[config.mk]
export PLATFORM = sky130hd
export DESIGN_NAME = tun_div
export DESIGN_NICKNAME = d
export VERILOG_FILES = /design/src/hdl/tun_pkg.sv /design/src/hdl/tun_div.sv
export SDC_FILE = /design/constraint.sdc
export NUM_CORES = 2
export LEC_CHECK = 0
export ABC_CLOCK_PERIOD_IN_PS = 5000
export BUFFER_PORTS_ARGS = -buffer_cell sky130_fd_sc_hd__buf_2
export CORE_MARGIN = 2
export CORE_UTILIZATION = 64
export CTS_BUF_LIST = sky130_fd_sc_hd__clkbuf_16
export DETAILED_ROUTE_END_ITERATION = 8
export PLACE_DENSITY = 0.81
export SLEW_MARGIN = 20
export SYNTH_ARGS = -nofsm -noshare
export SYNTH_HDL_FRONTEND = slang
export SYNTH_SLANG_ARGS = --single-unit
[constraint.sdc]
create_clock -name i_clk -period 5 [get_ports i_clk]
set_input_delay 1 -clock i_clk [delete_from_list [all_inputs] [get_ports i_clk]]
set_output_delay 1 -clock i_clk [all_outputs]
set_load 0.02 [all_outputs]
[src/hdl/tun_pkg.sv]
// tun_pkg: widths, payload structs and stage counts for the triangle unit normal block
// no dependencies; imported by every module under hdl
package tun_pkg;

    localparam int COORD_W  = 24;
    localparam int NORMAL_W = 16;
    localparam int EDGE_W   = COORD_W + 1;
    localparam int PROD_W   = 2 * EDGE_W;
    localparam int CROSS_W  = PROD_W + 1;
    localparam int MAG_W    = CROSS_W - 1;
    localparam int POS_W    = $clog2(MAG_W);
    localparam int NORM_TOP = 30;
    localparam int M_W      = NORM_TOP + 1;
    localparam int SQ_W     = 2 * M_W;
    localparam int SUM_W    = 64;
    localparam int ROOT_W   = SUM_W / 2;
    localparam int NUM_W    = M_W + NORMAL_W;
    localparam int LAT      = 8 + ROOT_W + 1 + NORMAL_W + 1;

    typedef struct packed {
        logic signed [COORD_W-1:0] a_x;
        logic signed [COORD_W-1:0] a_y;
        logic signed [COORD_W-1:0] a_z;
        logic signed [COORD_W-1:0] b_x;
        logic signed [COORD_W-1:0] b_y;
        logic signed [COORD_W-1:0] b_z;
        logic signed [COORD_W-1:0] c_x;
        logic signed [COORD_W-1:0] c_y;
        logic signed [COORD_W-1:0] c_z;
    } t_in;

    typedef struct packed {
        logic signed [NORMAL_W-1:0] norm_x;
        logic signed [NORMAL_W-1:0] norm_y;
        logic signed [NORMAL_W-1:0] norm_z;
        logic                       degenerate;
    } t_out;

endpackage

[src/hdl/tun_div.sv]
// tun_div: pipelined restoring divider, one quotient bit per stage
// depends on tun_pkg; quotient must fit NORMAL_W bits
module tun_div import tun_pkg::*; (
    input  logic                i_clk,
    input  logic                i_en,
    input  logic [NUM_W-1:0]    i_num,
    input  logic [ROOT_W-1:0]   i_den,
    output logic [NORMAL_W-1:0] o_quo
);

    logic [ROOT_W-1:0]   r_rem [NORMAL_W];
    logic [NORMAL_W-1:0] r_low [NORMAL_W];
    logic [ROOT_W-1:0]   r_den [NORMAL_W];
    logic [NORMAL_W-1:0] r_quo [NORMAL_W];

    for (genvar k = 0; k < NORMAL_W; k++) begin : g_stage
        logic [ROOT_W-1:0]   s_rem;
        logic [NORMAL_W-1:0] s_low;
        logic [ROOT_W-1:0]   s_den;
        logic [NORMAL_W-1:0] s_quo;
        logic [ROOT_W:0]     t_rem;
        logic [ROOT_W:0]     diff;

        if (k == 0) begin : g_first
            // upper numerator bits are already below the divisor
            assign s_rem = ROOT_W'(i_num[NUM_W-1:NORMAL_W]);
            assign s_low = i_num[NORMAL_W-1:0];
            assign s_den = i_den;
            assign s_quo = '0;
        end else begin : g_next
            assign s_rem = r_rem[k-1];
            assign s_low = r_low[k-1];
            assign s_den = r_den[k-1];
            assign s_quo = r_quo[k-1];
        end

        assign t_rem = {s_rem, s_low[NORMAL_W-1]};
        assign diff  = t_rem - {1'b0, s_den};

        always_ff @(posedge i_clk) begin
            if (i_en) begin
                if (t_rem >= {1'b0, s_den}) begin
                    r_rem[k] <= diff[ROOT_W-1:0];
                    r_quo[k] <= {s_quo[NORMAL_W-2:0], 1'b1};
                end else begin
                    r_rem[k] <= t_rem[ROOT_W-1:0];
                    r_quo[k] <= {s_quo[NORMAL_W-2:0], 1'b0};
                end
                r_low[k] <= {s_low[NORMAL_W-2:0], 1'b0};
                r_den[k] <= s_den;
            end
        end
    end

    assign o_quo = r_quo[NORMAL_W-1];

endmodule

# Word level (Yosys, flattened, before mapping)
# Memories as Yosys holds them, arrays and structs flattened.
# Cells that the tools add are included.
word_totals:
  register_bits: 0
  latchBits: 0
  ram_bits: 1520
  rom_bits: 0
  input_bits: 81
  output_inout_bits: 16
  wordCells: 198
  mem_count: 4
mem_list:
  columns: ["memory", "depth", "width", "rd", "rd_ports_with_merged_regs", "wr", "line_no", "source"]
  rows:
  - ["r_den", 16, 32, 15, 0, 16, "tun_div.sv:13", "logic [ROOT_W-1:0] r_den [NORMAL_W];"]
  - ["r_rem", 16, 32, 15, 0, 16, "tun_div.sv:11", "logic [ROOT_W-1:0] r_rem [NORMAL_W];"]
  - ["r_quo", 16, 16, 16, 0, 16, "tun_div.sv:14", "logic [NORMAL_W-1:0] r_quo [NORMAL_W];"]
  - ["r_low", 16, 15, 15, 0, 16, "tun_div.sv:12", "logic [NORMAL_W-1:0] r_low [NORMAL_W];"]
op_classes:
  addsub: 16
  multipliers: 0
  n_div: 0
  magnitude_cmp: 16
  eq_ne: 0
  shifts: 0
  n_mux: 130
  bitwise_logic: 32
  reduce_logical: 0
op_table:
  columns: ["cell", "n"]
  rows:
  - ["32-bit 2-to-1 mux", 16]
  - ["32-bit subtractor", 16]
  - ["33-bit by 32-bit greater-or-equal comparator with 1-bit output", 15]
  - ["16-bit 2-to-1 mux", 16]
  - ["1-bit 2-to-1 mux", 98]
  - ["32-bit greater-or-equal comparator", 1]
  - ["1-bit bitwise OR", 32]

# Longest topological paths before layout
# An unclocked memory read counts as a cell.
logic_depth:
  ltp_word: 6
  depth_mapped: 16
  ltp_nobuf: 14

# Worst setup path before layout
# Ideal clock, no wire load.
synth_path:
  kind: "input to register"
  startpoint: "input i_num[15]"
  endpoint: "memory r_rem[0][31] (netlist name) (data pin)"
  setup_ns: 0.257
  arrival_ns: 3.666
  required_ns: 4.743
  slack_ns: 1.077
  stages: 16
  path_buffers: 2
  cell_sequence: "inv_1 -> ha_1 -> inv_1 -> fa_1 -> a21o_1 -> a21o_1 -> a221o_1 -> a31oi_1 -> a21oi_1 -> o21a_1 -> nor2_1 -> clkbuf_1 -> buf_2 -> nor3b_1 -> mux2i_1 -> nand2_1"
synth_rtl:
  columns: ["item", "line_no", "source"]
  rows:
  - ["start, declared", "tun_div.sv:6", "input logic [NUM_W-1:0] i_num,"]
  - ["end, declared", "tun_div.sv:11", null]

==> summary.txt <==
Status
  – Status: complete, but fails checks
  – Failing checks: design-rule violations

Synthesis
  – Post-synthesis mux area share: roughly 2.8%
  – Ys Warns: 0
  – Post-synth cell types: 100
  – Compound-Gate Fraction of Synth Area: between 15 and 20%
  – Main flop type after synthesis: edfxtp_1
  – Post-Synthesis Cells: between 6000 and 7000
  – Post-synth EDFFs: 1215
  – #FFs+latches synth: between 1000 and 1500
  – Avg Inst Size Synth: between 10 and 15 µm²
  – Adder-cell area share of the yosys netlist: under 10%
  – Post-synthesis xor/xnor area fraction: 5.233%
  – Mapped cell area: around 68000 µm²
  – Async set or reset register ratio after synthesis: 0%
  – Sequential element share of the synthesized area: roughly 54%
  – Largest family of logic cells by synthesized area: compound AO/OA/AOI/OAI gates
  – Synth Area in Simple Gates: 8.539%
  – Synth Net Count: ~6600

STA
  – Rel. slew slack: 25.18%
  – Max Freq: roughly 220 MHz
  – # setup viols final: 0
  – Slew Limit Fails: 0
  – Final worst-path cycle share: between 90% and 100%
  – Slew @ Worst Pin: ~1100 ps
  – Final hold vios: 0
  – Clk_skew: 26.39 ps
  – Setup TNS: 0 ps
  – RSZ-0062 raised after global routing: no
  – Final min period: approximately 4600 ps

GRT
  – Vias in the first global route: 47413
  – Initial antenna violation count: 1
  – Gr usage total: 28.01%
  – First-pass GRT wire length: 238700 µm
  – Gr ovfl total: 0
  – Largest net degree at the start of global routing: around 210

Worst hold path
  – Hold Path Depth: 0
  – HP Class: flop to flop

Clock tree
  – PostCTS Resize Cnt: 0
  – CTS Root Cell: clkbuf_16
  – CTS H-Tree Depth: 4
  – Number of CTS-inserted buffers: roughly 130
  – Post-CTS Hold Buffers: 0
  – Worst-case clock buffer depth: 3
  – Clock Latency Late Sink: between 700 and 800 ps
  – Clock-pin slew on the worst setup and hold paths: approximately 60 ps
  – CTS tree: yes
  – Clk sinks: between 1000 and 1500
  – Setup bufs post-CTS: 0

Floorplan
  – Core area: 105400 µm²
  – Width of the die: roughly 330 µm
  – Die height: 330.3 µm
  – Area of the die: about 110000 µm²
  – Starting density of the core: about 65%
  – Row count: ~120
  – I/O Pins: just under 100

Placed design
  – Dpl hpwl: 113100 µm
  – IO Port Bufs: 96
  – Cells after DPL: roughly 7400
  – GP Congestion: ~1

Cells and area
  – Most common cell after layout, fill and taps aside: edfxtp_1
  – Fin cells: about 7600
  – Layout cells sized above 1: under 10%
  – Total Nets Final: about 6700
  – Most frequent cells in the layout: edfxtp_1, inv_1, a21oi_1, ha_1, o21ai_0
  – Area grow syn2layout: 9.709%

Worst setup path
  – CP max-delay cell: a2111oi_0
  – Worst-path cell chain: inv_1 -> ha_1 -> inv_1 -> fa_1 -> a21o_1 -> a2111oi_0 -> o21ai_0 -> and2_1 -> o21ai_0 -> nand4b_1 -> a31oi_1 -> o21ai_0 -> xor2_1 -> mux2_2
  – Reg2reg end: r_rem[0][190]
  – Critical Path Start Type: flop
  – Reg2reg start: r_low[0][74]
  – Worst-path fanout max: 3
  – Largest stage delay, worst path: ~710 ps
  – R2R depth: 14
  – Critical Path RT: 5490 ps
  – Crit path kind: flop to flop
  – CP Launch Point: r_low[0][74]
  – Crit-path most repeated cell: o21ai_0
  – Crit path to: r_rem[0][190]
  – Reg2reg setup slack: about 410 ps
  – Worst Setup End Kind: flop
  – Worst EP arrival: 5070 ps

Power and ir drop
  – P per Cell Area: 619.3 nW/µm²
  – VDD IR max: around 320 µV
  – Leak: about 31 nW

Route
  – Vias/cell: 6.019
  – DRT iter0 DRCs: around 2700
  – First drt pass iteration count: 8
  – Antenna viol nets, final: 0
  – Drt drc: 4
  – Via count: 45867
  – Routed len/inst: around 20 µm
  – Total Wirelength: around 150000 µm

Run
  – Max Cap Viol: 0
cell type report:
class,count,area [µm²]
flip-flops and latches,1216,36510
fillers,7265,30680
multi-input cells,3978,28530
clock buffers,139,3478
inverters,643,2414
well taps,1391,1740
repair buffers,152,1104
clock inverters,100,962.2
diodes,2,5.005
power by group:
group / internal, W / total, W / switching (W)
clock network: 0.00592 / 0.00988 / 0.00396
logic: 0.00873 / 0.0203 / 0.0115
registers: 0.0148 / 0.0161 / 0.00131
total: 0.0295 / 0.0463 / 0.0168
cell families after synthesis:
| kind of cell | count (synthesis) |
|---|---|
| flops | 1216 |
| mux | 173 |
| simple gates | 1220 |
| xor+xnor | 407 |
| fa+ha+maj | 527 |
| compound gates | 1651 |
| buf+inv | 809 |
worst min path at each step:
stage / startpoint / slack, ps / to
after floorplan: r_low[0][84] / 400 / r_low[0][100]
after global placement: r_quo[1][90] / 400 / r_quo[1][107]
after detailed placement: r_low[0][99] / 400 / r_low[0][115]
after CTS: i_num[12] / 380 / r_low[0][12]
after global routing: i_num[10] / 400 / r_low[0][10]
final: r_low[0][82] / 410 / r_low[0][98]
through the flow:
stage | worst slack [ps] | hold slack (ps) | util (%) | area, µm² | power (W)
2_1_floorplan | 1077 | 400.3 | - | 68120 | 0.03109
3_3_place_gp | 506.3 | 400.3 | 66.68 | 70290 | 0.03550
3_5_place_dp | 544.4 | 404.5 | 66.68 | 70290 | 0.03609
4_1_cts | 537.1 | 380.9 | 70.89 | 74730 | 0.04623
5_1_grt | 388.4 | 399.6 | 70.89 | 74730 | 0.04910
6_report | 413.5 | 409.9 | 70.90 | 74740 | 0.04628
Yosys cell counts (10+ instances only):
library cell     n  area (µm²)
clkbuf_1       106       397.9
nand2b_1        55       344.1
a21o_1         276        2072
and2_1          32       200.2
nor4_1          19       118.9
ha_1           512        6406
o21ai_1         13       65.06
nand2_1        368        1381
a31oi_1         48       300.3
inv_1          642        2410
nor3_1          72       360.4
nor2b_1         57       356.6
and4_1          14       122.6
nor2_1         323        1212
a211o_1         12       105.1
nor3b_1         11       82.58
o22ai_1         10       62.56
o21ai_0        393        1967
or2_2           15       93.84
a21boi_0        16       120.1
o31ai_1         22       165.2
o211ai_1        24       180.2
o31a_1          11       96.34
o21bai_1        47       352.8
or3_1           30       187.7
nand3_1         77       385.4
o41ai_1         10       87.58
xor2_1         162        1419
buf_2           39       195.2
edfxtp_1      1215       36480
xnor2_1        245        2146
and3_1          35       219.0
o21a_1          60       450.4
buf_4           11       82.58
nand4_1         88       550.5
a41oi_1         17       148.9
fa_1            15       300.3
a31o_2          10       87.58
a211oi_1        38       285.3
a21oi_1        522        2613
mux2_2         157        1768
layer usage:
| layer | share of wire, % | global-route usage [%] |
|---|---|---|
| met5 | 0 | 0 |
| met3 | 3.3 | 3.219 |
| met4 | 8.5 | 21.72 |
| met1 | 33 | 26.24 |
| met2 | 55 | 54.61 |
sequential cells by signal, indices dropped and copies added, names as in the netlist:
register / flops
r_den: 480
r_low: 120
r_quo: 136
r_rem: 480
critical path, delay by kind of cell, from the launching register on:
kind | cells | cell delay [ps]
adders and majority gates | 2 | 540
buffers and inverters | 2 | 140
xor gates and xnor gates | 1 | 160
muxes | 1 | 270
and+or+nand+nor | 2 | 510
AOI/OAI and AO/OA | 6 | 2300
DFF | 1 | 400
(Power assumes the default switching activity.)
