--- config.mk ---
export PLATFORM = sky130hd
export DESIGN_NAME = tun_isqrt
export DESIGN_NICKNAME = d
export VERILOG_FILES = /design/src/hdl/tun_pkg.sv /design/src/hdl/tun_isqrt.sv
export SDC_FILE = /design/constraint.sdc
export NUM_CORES = 2
export LEC_CHECK = 0
export BUFFER_PORTS_ARGS = -buffer_cell sky130_fd_sc_hd__buf_2
export CAP_MARGIN = 20
export CORE_ASPECT_RATIO = 1.75
export CORE_MARGIN = 3
export CORE_UTILIZATION = 64
export CTS_BUF_LIST = sky130_fd_sc_hd__clkbuf_8 sky130_fd_sc_hd__clkbuf_16
export DETAILED_ROUTE_END_ITERATION = 12
export PLACE_DENSITY = 0.82
export SYNTH_ARGS = -nofsm -noshare
export SYNTH_HDL_FRONTEND = slang
export SYNTH_MEMORY_MAX_BITS = 65536
export SYNTH_SLANG_ARGS = --single-unit
--- constraint.sdc ---
create_clock -name i_clk -period 4.7 [get_ports i_clk]
set_input_delay 0.47 -clock i_clk [delete_from_list [all_inputs] [get_ports i_clk]]
set_output_delay 0.47 -clock i_clk [all_outputs]
set_load 0.03 [all_outputs]
--- src/hdl/tun_pkg.sv ---
// tun_pkg: widths, payload structs and stage counts for the triangle unit normal block
// no dependencies; imported by every module under hdl
package tun_pkg;

    localparam int COORD_W  = 24;
    localparam int NORMAL_W = 16;
    localparam int EDGE_W   = COORD_W + 1;
    localparam int PROD_W   = 2 * EDGE_W;
    localparam int CROSS_W  = PROD_W + 1;
    localparam int MAG_W    = CROSS_W - 1;
    localparam int POS_W    = $clog2(MAG_W);
    localparam int NORM_TOP = 30;
    localparam int M_W      = NORM_TOP + 1;
    localparam int SQ_W     = 2 * M_W;
    localparam int SUM_W    = 64;
    localparam int ROOT_W   = SUM_W / 2;
    localparam int NUM_W    = M_W + NORMAL_W;
    localparam int LAT      = 8 + ROOT_W + 1 + NORMAL_W + 1;

    typedef struct packed {
        logic signed [COORD_W-1:0] a_x;
        logic signed [COORD_W-1:0] a_y;
        logic signed [COORD_W-1:0] a_z;
        logic signed [COORD_W-1:0] b_x;
        logic signed [COORD_W-1:0] b_y;
        logic signed [COORD_W-1:0] b_z;
        logic signed [COORD_W-1:0] c_x;
        logic signed [COORD_W-1:0] c_y;
        logic signed [COORD_W-1:0] c_z;
    } t_in;

    typedef struct packed {
        logic signed [NORMAL_W-1:0] norm_x;
        logic signed [NORMAL_W-1:0] norm_y;
        logic signed [NORMAL_W-1:0] norm_z;
        logic                       degenerate;
    } t_out;

endpackage

--- src/hdl/tun_isqrt.sv ---
// tun_isqrt: pipelined floor square root, one result bit per stage
// depends on tun_pkg
module tun_isqrt import tun_pkg::*; (
    input  logic              i_clk,
    input  logic              i_en,
    input  logic [SUM_W-1:0]  i_rad,
    output logic [ROOT_W-1:0] o_root
);

    logic [ROOT_W:0]   r_rem  [ROOT_W];
    logic [ROOT_W-1:0] r_root [ROOT_W];
    logic [SUM_W-1:0]  r_rad  [ROOT_W];

    for (genvar k = 0; k < ROOT_W; k++) begin : g_stage
        logic [ROOT_W:0]   s_rem;
        logic [ROOT_W-1:0] s_root;
        logic [SUM_W-1:0]  s_rad;
        logic [ROOT_W+2:0] t_rem;
        logic [ROOT_W+2:0] trial;
        logic [ROOT_W+2:0] diff;

        if (k == 0) begin : g_first
            assign s_rem  = '0;
            assign s_root = '0;
            assign s_rad  = i_rad;
        end else begin : g_next
            assign s_rem  = r_rem[k-1];
            assign s_root = r_root[k-1];
            assign s_rad  = r_rad[k-1];
        end

        assign t_rem = {s_rem[ROOT_W:0], s_rad[SUM_W-1 -: 2]};
        assign trial = {1'b0, s_root, 2'b01};
        assign diff  = t_rem - trial;

        always_ff @(posedge i_clk) begin
            if (i_en) begin
                if (t_rem >= trial) begin
                    r_rem[k]  <= diff[ROOT_W:0];
                    r_root[k] <= {s_root[ROOT_W-2:0], 1'b1};
                end else begin
                    r_rem[k]  <= t_rem[ROOT_W:0];
                    r_root[k] <= {s_root[ROOT_W-2:0], 1'b0};
                end
                r_rad[k] <= {s_rad[SUM_W-3:0], 2'b00};
            end
        end
    end

    assign o_root = r_root[ROOT_W-1];

endmodule

* Word level (Yosys, flattened, before mapping)
Memory sizes are Yosys's and may differ from the RTL's.
Cells that the tools add are included.
** Storage, ports and cells
- Register bits :: 0
- RAM bits :: 4064
- Bits of input ports :: 66
- Output and inout port bits :: 32
- Logic and storage cells :: 389
- Memories :: 3
** Memories
- r_rad :: words 32, bits a word 62, rd ports 31, clocked after memory_dff 0, write ports 32, line tun_isqrt.sv:12 : logic [SUM_W-1:0] r_rad [ROOT_W];
- r_rem :: words 32, bits a word 33, rd ports 31, clocked after memory_dff 0, write ports 32, line tun_isqrt.sv:10 : logic [ROOT_W:0] r_rem [ROOT_W];
- r_root :: words 32, bits a word 32, rd ports 32, clocked after memory_dff 0, write ports 32, line tun_isqrt.sv:11 : logic [ROOT_W-1:0] r_root [ROOT_W];
** Operators by class
- Add/subtract/negate cells :: 32
- Order comparisons :: 32
- Muxes and demuxes :: 258
- Bitwise gates (word level) :: 64
** Operators by type and width (count)
- >= comparator 35 x 34 -> 1 bit :: 31
- two-way mux 33 bit :: 32
- two-way mux 32 bit :: 32
- subtractor 33 bit :: 31
- two-way mux 1 bit :: 194
- OR 1 bit :: 64
- subtractor 2 x 1 -> 3 bit (second input constant) :: 1
- >= comparator 2 x 1 -> 1 bit (second input constant) :: 1

* Depth between registers and ports, before layout
An unclocked memory read counts as a cell.
- Depth after elaboration :: 6
- Gate-level depth with buffers :: 16
- Depth with buffers taken out :: 14

* Worst setup path before layout
Ideal clock, no wire load.
- Kind :: input port to flip-flop
- Start :: in i_en
- End :: mem r_rem[1][264] (netlist bit), enable pin
- Library setup time :: 0.436 ns
- Data arrival time :: 3.358 ns
- Required time :: 4.264 ns
- Slack :: 0.906 ns
- Stages on the path :: 6
- Path buffers :: 6
- Cells stage by stage :: clkbuf_1 clkbuf_1 clkbuf_1 clkbuf_1 clkbuf_1 clkbuf_1
** RTL lines
- start: declaration :: line tun_isqrt.sv:5 : input logic i_en,
- end: declaration :: line tun_isqrt.sv:10

==> results.txt <==
The slew at the pin with the worst max-slew slack is 1.14 ns, and the hold path depth is 3. Static timing analysis puts the maximum clock frequency at 235 MHz. Dividing the detail-routed wire length by the instance count gives 23.8 um.

The initial utilization of the core area, before any placement, comes to 64.6%. The cell area that synthesis handed to floorplanning was 116000 um2. The post-route fraction of the period consumed by the critical path works out to 90.4%.

TritonCTS buffer count: 216. The tightest min-delay check is of the input pin to flip-flop type. Fill cells in the final layout number 11800. For the worst slew margin relative to its limit, the log shows 24.2%. Global routing finished with a remaining overflow of 0. The CTS clock-pin slew for the worst setup and hold paths came out at 0.07 ns. Of all nets on the critical path, the largest fanout is 26.

The setup fix buffers added after clock tree synthesis came out at 0. The placeable core region came out at 179000 um2. Subtracting the final worst setup slack from the clock period gives 4.25 ns. For the number of clock sinks, the log shows 2495. Counting cells, the worst reg-to-reg path comes to 13.

The number of placement rows was 205. Beginning of the critical path: r_rem[1][330]. The slowest stage of the critical path belongs to the cell sky130_fd_sc_hd__a21oi_4. The final net count is 9851, and the power per cell area is 490 nW/um2. The tools report the final core utilization as 71.0%.

The flow ran to the end, and the final reports show no timing, DRC or antenna violations. The routability-driven placement congestion ratio is 0.971. The share of the Yosys chip area taken by registers is 64.8%.

The count of buffers added on input and output ports is 97. The number of warning messages in the yosys log was 0. The cell that appears most often on the critical path is sky130_fd_sc_hd__nor2_1. The per-cell via count in the routed design was 6.09. TritonCTS built the clock tree. The die extent in y is 568 um.

In this run the critical register-to-register path is captured at r_rem[1][391]. Across all register-to-register paths, the minimum setup slack is 0.45 ns. STA puts the critical path data required time at 5.28 ns. Walking the worst path, the cells encountered are ha_1 > o21a_1 > nor2_1 > o21ai_0 > a21oi_1 > o311ai_1 > a41oi_1 > o21ai_1 > a221o_2 > a21oi_4 > buf_4 > nor2_1 > a22o_1. The number of DRC violations after detailed-routing iteration 0 came out at 5935. The global-route wire length before repair was 423 mm; the detailed-route via count was 71800. The capturing element type of the critical path is a flip-flop.

The signed area change from the synthesized netlist to the final layout works out to 9.89%. Across the VDD grid, the largest voltage drop is 0.536 mV. The setup TNS after final layout came out at 0 ns. On the final layout, the worst clock skew is 0.105 ns. The run gives 4.83 ns as the arrival time at the worst endpoint. The overall die area came out at 186000 um2. Hold path endpoint: r_rem[0][0].

The worst setup path is launched from a flip-flop. For the maximum number of pins on one net before global-route repair, the log shows 184. The critical path's largest stage delay is 0.51 ns. By startpoint and endpoint, the worst setup path is classified as flip-flop to flip-flop. After detailed routing, the total wire length is 281 mm. The buffer depth of the longest clock path is 4, and the global router's overall resource usage is 30.0%.

98 I/O pins were placed. Setup repair after global routing left no endpoint under its margin. The netlist uses 85 different library cells.

The tools report the start of the worst register-to-register path as r_rem[1][330]. Total setup violations reported at the end of the flow: 0. The total iterations of the first detailed-routing run is 9, and the number of enable-type register cells in the synthesized netlist is 2494. Summed over all cells, the static leakage comes to 48.6 nW. The tools report the total power as 62.3 mW.

In this run, synthesis produced a sequential element count of 2495. The logs give 0 for the number of DRC violations after detailed routing and 0 for the number of routed nets with antenna violations. Max-cap violations in this run came to 0. The number of pins with negative max-slew slack in the final report came out at 0. The clock latency on the worst-skew pair was 0.88 ns; the synthesized instance count was 8946. The most instantiated flip-flop cell in the synthesis netlist was sky130_fd_sc_hd__edfxtp_1. The die is 327 um wide. The run gives 4 as the deepest level of the CTS H-tree. The tools report the critical hold path startpoint as i_rad[62]. The per-instance average area after synthesis came out at 12.9 um2. In the final layout, the share of cells above drive strength 1 is 6.82%. The initial antenna violation count was 5.

When the netlist entered floorplanning its net count stood at 9574. The tools report the root cell of the clock tree as sky130_fd_sc_hd__clkbuf_16. The number of global-route vias before repair was 73300; the async set or reset register ratio after synthesis was 0%. The number of hold violations in the final report came out at 0. Once detailed placement completed, the half-perimeter wirelength came to 195 mm.
==> placed cells by master (no fill, tap or decap), types with 110 or more instances in the layout <==
cell type,netlist,final
sky130_fd_sc_hd__a21o_1,254,254
sky130_fd_sc_hd__xnor2_1,398,398
sky130_fd_sc_hd__nor3_1,208,205
sky130_fd_sc_hd__a21oi_1,476,475
sky130_fd_sc_hd__nand2_1,682,682
sky130_fd_sc_hd__inv_1,713,739
sky130_fd_sc_hd__nor4_1,111,110
sky130_fd_sc_hd__clkbuf_16,0,218
sky130_fd_sc_hd__nor2_1,437,436
sky130_fd_sc_hd__o21ai_0,580,578
sky130_fd_sc_hd__ha_1,562,562
sky130_fd_sc_hd__nand3_1,144,144
sky130_fd_sc_hd__nand2b_1,136,136
sky130_fd_sc_hd__xor2_1,394,394
sky130_fd_sc_hd__edfxtp_1,2494,2494
==> flip-flops by register name, summed over array words and instances (netlist names) <==
| name | cells |
|---|---|
| r_root | 528 |
| r_rad | 992 |
| r_rem | 975 |
==> worst max path at each step <==
stage	end	slack [ns]	cells past startpoint
6_report	r_rem[1][391]	0.45	13
5_1_grt	r_rem[1][391]	0.09	13
4_1_cts	r_rem[1][391]	0.06	13
3_5_place_dp	r_rem[1][391]	0.07	13
3_3_place_gp	r_rem[1][391]	0.07	13
2_1_floorplan	r_rem[1][264]	0.91	6
==> cell type report <==
cell class                 instances  area [um2]  area share (%)
sequential                      2495       74900            58.9
multi-input combinational       5537       37400            29.4
clock buffer                     218        5460            4.29
tap                             2380        2980            2.34
inverter                         714        2680            2.11
timing repair buffer             259        1990            1.57
clock inverter                   171        1660            1.31
antenna                           19        47.5          0.0374
==> metrics by stage <==
step / instances / cell area (um2) / setup slack [ns] / hold slack, ns
after floorplan: 8946 / 116000 / 0.906 / 0.400
after global placement: 11300 / 119000 / 0.0725 / 0.400
after detailed placement: 11300 / 119000 / 0.0704 / 0.405
after CTS: 11800 / 127000 / 0.0604 / 0.0477
after global routing: 11800 / 127000 / 0.0921 / 0.0609
final: 11800 / 127000 / 0.450 / 0.0549
==> routing by layer <==
layer	part of all wire, %	global-route usage [%]
met5	0.0046	0
met1	32	29.3
met4	9.1	22.6
met2	55	57.4
met3	3.9	3.29
==> power by group <==
group          internal (mW)  switching, mW
clock network           10.0           8.17
registers               28.2           2.37
logic                   5.48           7.97
total                   43.7           18.5
==> cell usage after synthesis (52+ instances only) <==
master	instances	area, um2
sky130_fd_sc_hd__a21o_1	254	1910
sky130_fd_sc_hd__a21oi_1	476	2380
sky130_fd_sc_hd__and3_1	52	325
sky130_fd_sc_hd__clkbuf_1	182	683
sky130_fd_sc_hd__edfxtp_1	2494	74900
sky130_fd_sc_hd__ha_1	562	7030
sky130_fd_sc_hd__inv_1	713	2680
sky130_fd_sc_hd__nand2_1	682	2560
sky130_fd_sc_hd__nand2b_1	136	851
sky130_fd_sc_hd__nand3_1	144	721
sky130_fd_sc_hd__nand4_1	87	544
sky130_fd_sc_hd__nor2_1	437	1640
sky130_fd_sc_hd__nor2b_1	85	532
sky130_fd_sc_hd__nor3_1	208	1040
sky130_fd_sc_hd__nor4_1	111	694
sky130_fd_sc_hd__o21a_1	102	766
sky130_fd_sc_hd__o21ai_0	580	2900
sky130_fd_sc_hd__o21bai_1	54	405
sky130_fd_sc_hd__or3_1	91	569
sky130_fd_sc_hd__xnor2_1	398	3490
sky130_fd_sc_hd__xor2_1	394	3450
==> kinds of logic (layout without fill, tap and decap cells) <==
logic type                 after synthesis  in the layout  synth area share, %
muxes                                   58             58                0.543
DFF                                   2495           2495                 64.8
adders and majority gates              562            562                 6.08
and+or+nand+nor                       2310           2310                 9.99
other                                    0             19                    0
xor gates and xnor gates               792            792                 6.00
buffers and inverters                  915           1362                 3.00
AOI/OAI and AO/OA                     1814           1815                 9.62
==> timing repair <==
action                                  in CTS  in global routing
hold endpoints to repair                    70                  0
hold buffers                                64                  0
gates resized for setup                      0                  4
endpoints found under the setup margin       0                 20
==> critical path, delay by kind of cell, from the launching register on <==
kind                     cells  cell delay (ns)
AO/OA/AOI/OAI                9             2.65
flip-flops                   1             0.39
adder cells (fa/ha/maj)      1             0.36
buffers and inverters        1             0.36
AND/OR/NAND/NOR              2             0.23
(Power assumes the default switching activity.)
